==> src/sv/emn_pkg.sv <==
// ----------------------------------------------------------------------------
// emn_pkg
// Shared types, command codes and the quadrature decode table for the
// encoder menu navigator.
// ----------------------------------------------------------------------------
package emn_pkg;

  localparam int unsigned RowsW  = 16;
  localparam int unsigned LinesW = 8;
  localparam int unsigned CfgIdxW = 2;
  localparam int unsigned CfgDatW = 16;

  typedef enum logic [1:0] {
    CMD_ENC   = 2'd0,
    CMD_UP    = 2'd1,
    CMD_DOWN  = 2'd2,
    CMD_CLEAR = 2'd3
  } cmd_e;

  typedef enum logic [CfgIdxW-1:0] {
    REG_ROW_COUNT  = 2'd0,
    REG_LINE_COUNT = 2'd1
  } cfg_reg_e;

  typedef struct packed {
    cmd_e command;
    logic enc_a;
    logic enc_b;
  } in_item_t;

  typedef struct packed {
    logic [15:0] selected_line;
    logic [15:0] first_line;
    logic        position_changed;
  } out_item_t;

  // navigation state carried between items
  typedef struct packed {
    logic [1:0]       prev_ab;
    logic             parity;
    logic [RowsW-1:0] selection;
    logic [RowsW-1:0] window;
  } nav_state_t;

  // transition steps as 2-bit two's complement: 0, +1 (01), -1 (11)
  localparam logic [1:0] QUAD_TABLE [16] = '{
    2'b00, 2'b11, 2'b01, 2'b00,
    2'b01, 2'b00, 2'b00, 2'b11,
    2'b11, 2'b00, 2'b00, 2'b01,
    2'b00, 2'b01, 2'b11, 2'b00
  };

endpackage

==> src/sv/emn_core.sv <==
// ----------------------------------------------------------------------------
// emn_core
// Next-state logic: decodes one request against the current navigation
// state and produces the updated state and the result fields.
// ----------------------------------------------------------------------------
module emn_core (
  input  emn_pkg::nav_state_t        state_i,
  input  emn_pkg::in_item_t          item_i,
  input  logic [emn_pkg::RowsW-1:0]  row_count_i,
  input  logic [emn_pkg::LinesW-1:0] menu_lines_i,
  output emn_pkg::nav_state_t        state_o,
  output emn_pkg::out_item_t         result_o
);
  import emn_pkg::*;

  logic [3:0]       tab_idx;
  logic [1:0]       step;
  logic             step_nz;
  logic [RowsW:0]   sel_inc;
  logic [RowsW-1:0] sel_up;
  logic [RowsW-1:0] sel_down;
  logic [RowsW-1:0] sel_new;
  logic             recompute;
  logic             changed;
  logic [RowsW-1:0] lim;
  logic [RowsW-1:0] win_new;
  logic [RowsW-1:0] win_out;
  logic             parity_new;
  logic [1:0]       ab_new;
  logic             par_new;

  assign tab_idx = {state_i.prev_ab, item_i.enc_b, item_i.enc_a};
  assign step    = QUAD_TABLE[tab_idx];
  assign step_nz = (step != 2'b00);

  // selection stays below the row count, so a +-1 wrap is one compare
  assign sel_inc = {1'b0, state_i.selection} + {{RowsW{1'b0}}, 1'b1};
  always_comb begin
    if (row_count_i == '0) begin
      sel_up   = '0;
      sel_down = '0;
    end else begin
      sel_up   = (sel_inc >= {1'b0, row_count_i}) ? '0 : sel_inc[RowsW-1:0];
      sel_down = (state_i.selection == '0) ? (row_count_i - 1'b1)
                                           : (state_i.selection - 1'b1);
    end
  end

  assign parity_new = ~state_i.parity;

  always_comb begin
    sel_new   = state_i.selection;
    recompute = 1'b0;
    changed   = 1'b0;
    ab_new    = state_i.prev_ab;
    par_new   = state_i.parity;
    unique case (item_i.command)
      CMD_ENC: begin
        ab_new = {item_i.enc_b, item_i.enc_a};
        if (step_nz) begin
          changed   = 1'b1;
          recompute = 1'b1;
          par_new   = parity_new;
          if (!parity_new) begin
            sel_new = step[1] ? sel_down : sel_up;
          end
        end
      end
      CMD_UP: begin
        changed   = 1'b1;
        recompute = 1'b1;
        sel_new   = sel_up;
      end
      CMD_DOWN: begin
        changed   = 1'b1;
        recompute = 1'b1;
        sel_new   = sel_down;
      end
      CMD_CLEAR: begin
        recompute = 1'b1;
        sel_new   = '0;
      end
      default: begin
        sel_new = state_i.selection;
      end
    endcase
  end

  // window: sel-1 clamped to rows-lines, zero when everything fits
  assign lim = row_count_i - {{(RowsW-LinesW){1'b0}}, menu_lines_i};
  always_comb begin
    win_new = '0;
    if (row_count_i > {{(RowsW-LinesW){1'b0}}, menu_lines_i}) begin
      if (sel_new >= 16'd2) begin
        win_new = sel_new - 1'b1;
      end
      if (sel_new > lim) begin
        win_new = lim;
      end
    end
  end

  assign win_out = recompute ? win_new : state_i.window;

  assign state_o = '{prev_ab: ab_new, parity: par_new, selection: sel_new, window: win_out};

  assign result_o.selected_line    = sel_new;
  assign result_o.first_line       = win_out;
  assign result_o.position_changed = changed;

endmodule

==> src/sv/encoder_menu_navigator_unit.sv <==
// ----------------------------------------------------------------------------
// encoder_menu_navigator_unit
// Menu cursor driven by quadrature encoder samples and button requests.
// Each accepted request yields one result in the next cycle; a new request is
// taken every cycle while the result register is empty or being drained, so
// sustained throughput is one request per clock unless the output stalls. All
// decode, wrap and window logic sits in a single pass between the state
// registers and the result register. Writing the row count (register 0) clears
// the selection and the window unless a request is accepted in that cycle.
// ----------------------------------------------------------------------------
module encoder_menu_navigator_unit (
  input  logic                         clk_i,
  input  logic                         rst_ni,
  input  logic                         in_valid_i,
  output logic                         in_stall_o,
  input  emn_pkg::in_item_t            in_data_i,
  output logic                         out_valid_o,
  input  logic                         out_stall_i,
  output emn_pkg::out_item_t           out_data_o,
  input  logic                         cfg_valid_i,
  output logic                         cfg_ready_o,
  input  logic [emn_pkg::CfgIdxW-1:0]  cfg_index_i,
  input  logic [emn_pkg::CfgDatW-1:0]  cfg_data_i
);
  import emn_pkg::*;

  nav_state_t        state_q, state_d, core_state;
  out_item_t         core_result;
  out_item_t         out_data_q;
  logic              out_valid_q;
  logic [RowsW-1:0]  rows_q;
  logic [LinesW-1:0] lines_q;
  logic              in_accept;
  logic              cfg_write;

  assign in_stall_o  = out_valid_q & out_stall_i;
  assign in_accept   = in_valid_i & ~in_stall_o;
  assign cfg_ready_o = 1'b1;
  assign cfg_write   = cfg_valid_i & cfg_ready_o;

  emn_core u_core (
    .state_i      (state_q),
    .item_i       (in_data_i),
    .row_count_i  (rows_q),
    .menu_lines_i (lines_q),
    .state_o      (core_state),
    .result_o     (core_result)
  );

  always_comb begin
    state_d = state_q;
    if (in_accept) begin
      state_d = core_state;
    end else if (cfg_write && (cfg_index_i == REG_ROW_COUNT)) begin
      state_d.selection = '0;
      state_d.window    = '0;
    end
  end

  always_ff @(posedge clk_i or negedge rst_ni) begin
    if (!rst_ni) begin
      state_q     <= '0;
      out_valid_q <= 1'b0;
      rows_q      <= RowsW'(1);
      lines_q     <= LinesW'(4);
    end else begin
      state_q <= state_d;
      if (in_accept) begin
        out_valid_q <= 1'b1;
      end else if (!out_stall_i) begin
        out_valid_q <= 1'b0;
      end
      if (cfg_write) begin
        unique case (cfg_index_i)
          REG_ROW_COUNT:  rows_q  <= cfg_data_i[RowsW-1:0];
          REG_LINE_COUNT: lines_q <= cfg_data_i[LinesW-1:0];
          default: ;
        endcase
      end
    end
  end

  always_ff @(posedge clk_i) begin
    if (in_accept) begin
      out_data_q <= core_result;
    end
  end

  assign out_valid_o = out_valid_q;
  assign out_data_o  = out_data_q;

`ifndef SYNTHESIS
  a_sel_in_range: assert property (@(posedge clk_i) disable iff (!rst_ni)
    (rows_q != '0) |-> (state_q.selection < rows_q))
    else $error("selection outside menu rows");

  a_sel_zero_rows: assert property (@(posedge clk_i) disable iff (!rst_ni)
    (rows_q == '0) |-> (state_q.selection == '0))
    else $error("selection nonzero with no menu rows");

  a_window_le_sel: assert property (@(posedge clk_i) disable iff (!rst_ni)
    state_q.window <= state_q.selection)
    else $error("window start past selection");

  a_accept_gives_result: assert property (@(posedge clk_i) disable iff (!rst_ni)
    in_accept |=> (out_valid_q && (out_data_q.selected_line == state_q.selection)))
    else $error("accepted request left no matching result");
`endif

endmodule
==> config.mk <==
export PLATFORM = sky130hd
export DESIGN_NAME = encoder_menu_navigator_unit
export DESIGN_NICKNAME = d
export VERILOG_FILES = /design/src/sv/emn_pkg.sv /design/src/sv/emn_core.sv /design/src/sv/encoder_menu_navigator_unit.sv
export SDC_FILE = /design/constraint.sdc
export NUM_CORES = 1
export LEC_CHECK = 0
export ABC_AREA = 1
export BUFFER_PORTS_ARGS = -buffer_cell sky130_fd_sc_hd__buf_2
export CAP_MARGIN = 30
export CORE_UTILIZATION = 40
export CTS_CLUSTER_SIZE = 28
export DETAILED_ROUTE_END_ITERATION = 10
export GPL_TIMING_DRIVEN = 0
export PLACE_DENSITY_LB_ADDON = 0.12
export SLEW_MARGIN = 20
export SYNTH_ARGS = -nofsm -noshare
export SYNTH_HDL_FRONTEND = slang
export SYNTH_SLANG_ARGS = --single-unit
==> constraint.sdc <==
create_clock -name clk_i -period 6.7 [get_ports clk_i]
set_input_delay 0.67 -clock clk_i [delete_from_list [all_inputs] [get_ports clk_i]]
set_output_delay 0.67 -clock clk_i [all_outputs]
set_load 0.02 [all_outputs]
==> impl_metrics.ini <==
[detailed_routing]
final_antenna_net_count = 0
wirelength_um = 22260
drt-initial-drc-count = 660
drtPass1Iterations = 6
drc_errors = 0
wire_per_inst_um = 15.73
dr_total_vias = 7197
viasPerCell = 5.086

[critical_path]
cp_top_family = simple AND/OR/NAND/NOR gates
crit_buf_inv = 8
cp_slowest_stage_delay_ps = 430
cp_slowest_cell = dfrtp_1
cp_data_arrival_time_ps = 6090
path_class = flop to flop
critPathLaunch = state_q[16]
cpMostUsedCell = nand2_1
cp_max_fo = 10
crit_path_end_kind = flop
rr_startpoint = state_q[16]
cp-start-kind = flop
required_ps = 6790

[sta]
fin_crit_ps = 5995
slew_headroom = 0.5830
setup_ws_ps = 704.9
fin_skew_ps = 13.53
hold_viol = 0
clock.fmax_mhz = 166.8
setup_viol_count_final = 0
drv_slew = 0
tns_ps = 0
period_share = 0.8948
rsz0062_at_grt = false
tightest_slew_ps = 623.1

[floorplanning]
die_h_um = 142.0
ios = 63
die_w_um = 142.0
rows = 50
start_util = 0.4137
core_sq_um = 18960
die_area_sq_um = 20170

[power]
p_sw_frac = 0.4709
p_sw_mw = 1.318
p_comb_frac = 0.538
internal-power_mw = 1.481
power_density_nw_per_um2 = 319.0
ir_worst_vdd_uv = 153.1
total_power_mw = 2.799
p_leak_nw = 4.557
power_frac_clock = 0.171
p_seq_frac = 0.291

[global_routing]
grt_pass1_wl_um = 35330
grt_usage = 0.2288
grtUsageMet1 = 0.3461
antenna_found_initial = 0
gr-total-overflow = 0
grt_max_degree = 43
grt_pass1_vias = 6598
use_met2 = 0.3426
grt_busiest_layer = met1
met3_usage = 0.02624

[status]
outcome = complete, no violations

[yosys]
synth_ff_type = dfrtp_1
synthArstFlopShare = 0.6452
syn_nets = 1159
syn_area_sq_um = 7843
ys_ff_latch = 93
synth_top_cell_area_share = 0.1851
syn-instance-count = 1077
syn_avg_cell_area_sq_um = 7.282
synth_edf_count = 33
synth.cells.most_frequent = nand2_1 (313), inv_1 (129), nand3_1 (76)
ys.warnings.count = 0
yosys.cell_types.count = 47
yosysSeqAreaShare = 0.3181
synth.most_common_cell = nand2_1
synth_top_cell_by_area = dfrtp_1
synthTopCellsByArea = dfrtp_1 (19%), nand2_1 (15%), edfxtp_1 (13%)

[cells_and_area]
insertedDiodeCount = 0
layout-drive-gt1-share = 0.1853
area_delta_synth_final_pct = 11.85
fin_nets = 1232

[place]
dp_hpwl_um = 18090
routabilityCongestion = 0.8990
io_buffer_count = 61
place_ws_ps = 336.1

[clock_network]
cts.clk_slew.worst_paths_ps = 70
post_cts_buffers = 0
tritoncts = done
clk_latency_ps = 350
clockBufferDepth = 2
cts_sinks = 93
cts-root-buf = clkbuf_16
cts_made_buffers = 9
cts-htree-levels = 3

[min_path]
hold_class = input pin to asynchronous set/reset pin

[run]
drv_cap = 0
==> kinds of logic after synthesis <==
| kind of cell | count (synthesis) | synth area share |
|---|---|---|
| xor+xnor | 33 | 0.03685 |
| fa+ha+maj | 55 | 0.08870 |
| flops | 93 | 0.3181 |
| simple gates | 581 | 0.3609 |
| buf+inv | 174 | 0.09189 |
| compound gates | 140 | 0.1031 |
| other cells | 1 | 0.0004782 |
==> power groups by stage <==
stage / Combinational, mW / Sequential [mW] / Clock, mW
final: 1.51 / 0.814 / 0.479
after global routing: 1.68 / 0.830 / 0.508
after CTS: 1.50 / 0.814 / 0.490
after detailed placement: 1.49 / 0.825 / 0
after global placement: 1.48 / 0.824 / 0
after floorplan: 1.09 / 0.849 / 0
==> final timing paths <==
check / to / slack, ps / depth (start not counted)
min in group clk_i: state_q[0] / 480 / 2
hold / removal: state_q[3] / 250 / 1
max in group asynchronous: rows_q[0] / 5870 / 2
setup / recovery: out_data_o[1] / 700 / 34
hold reg to reg: state_q[0] / 480 / 2
setup reg to reg: out_data_o[1] / 700 / 34
==> sequential cells by signal (all words and copies together), names as in the netlist <==
| register | count |
|---|---|
| out_data_o | 33 |
| state_q | 35 |
| rows_q | 16 |
| out_valid_o | 1 |
| lines_q | 8 |
==> cells in the final DEF (no fill, tap or decap), drive strengths merged, types with 2 or more instances in the layout <==
cell / Yosys / layout
nand2: 360 / 360
xnor2: 6 / 6
nand4: 29 / 29
a21oi: 58 / 58
nand3: 97 / 97
clkinvlp: 0 / 3
clkinv: 4 / 6
or2: 7 / 7
o21ai: 44 / 44
dfrtp: 58 / 58
nor2: 77 / 77
clkbuf: 12 / 22
nor3: 8 / 8
edfxtp: 33 / 33
o211ai: 6 / 6
buf: 19 / 81
dfstp: 2 / 2
ha: 54 / 54
xor2: 27 / 27
o21bai: 8 / 8
inv: 139 / 140
nand3b: 2 / 2
o22ai: 17 / 17
==> cell type report <==
type	instances	area, sq um
multi-input cells	810	4632
clock buffers	10	229.0
fillers	1935	10180
plain buffers	31	183.9
flip-flops and latches	93	2495
well taps	260	325.3
inverters	143	539.3
clock inverters	6	40.04
repair buffers	62	327.8
==> routing by layer <==
metal  up-vias  wire length, um
li1       3662                -
met1      3271            10990
met2       237             9429
met3        27             1407
met4         0              426
met5         -                0
==> repair_timing <==
action                                  in CTS  in global routing
gates resized for setup                      0                  5
endpoints found under the setup margin       0                 20
hold endpoints to repair                     0                  0
hold buffers                                 0                  0
==> per-stage QoR <==
step / cells / util / hold WS (ps) / instance area (sq um)
after floorplan: 1077 / - / 374.4 / 7843
after global placement: 1398 / 0.4470 / 461.8 / 8473
after detailed placement: 1399 / 0.4482 / 466.7 / 8496
after CTS: 1415 / 0.4624 / 267.2 / 8765
after global routing: 1415 / 0.4628 / 277.4 / 8772
final: 1415 / 0.4628 / 251.9 / 8772
Power figures use the tool's default switching activity.
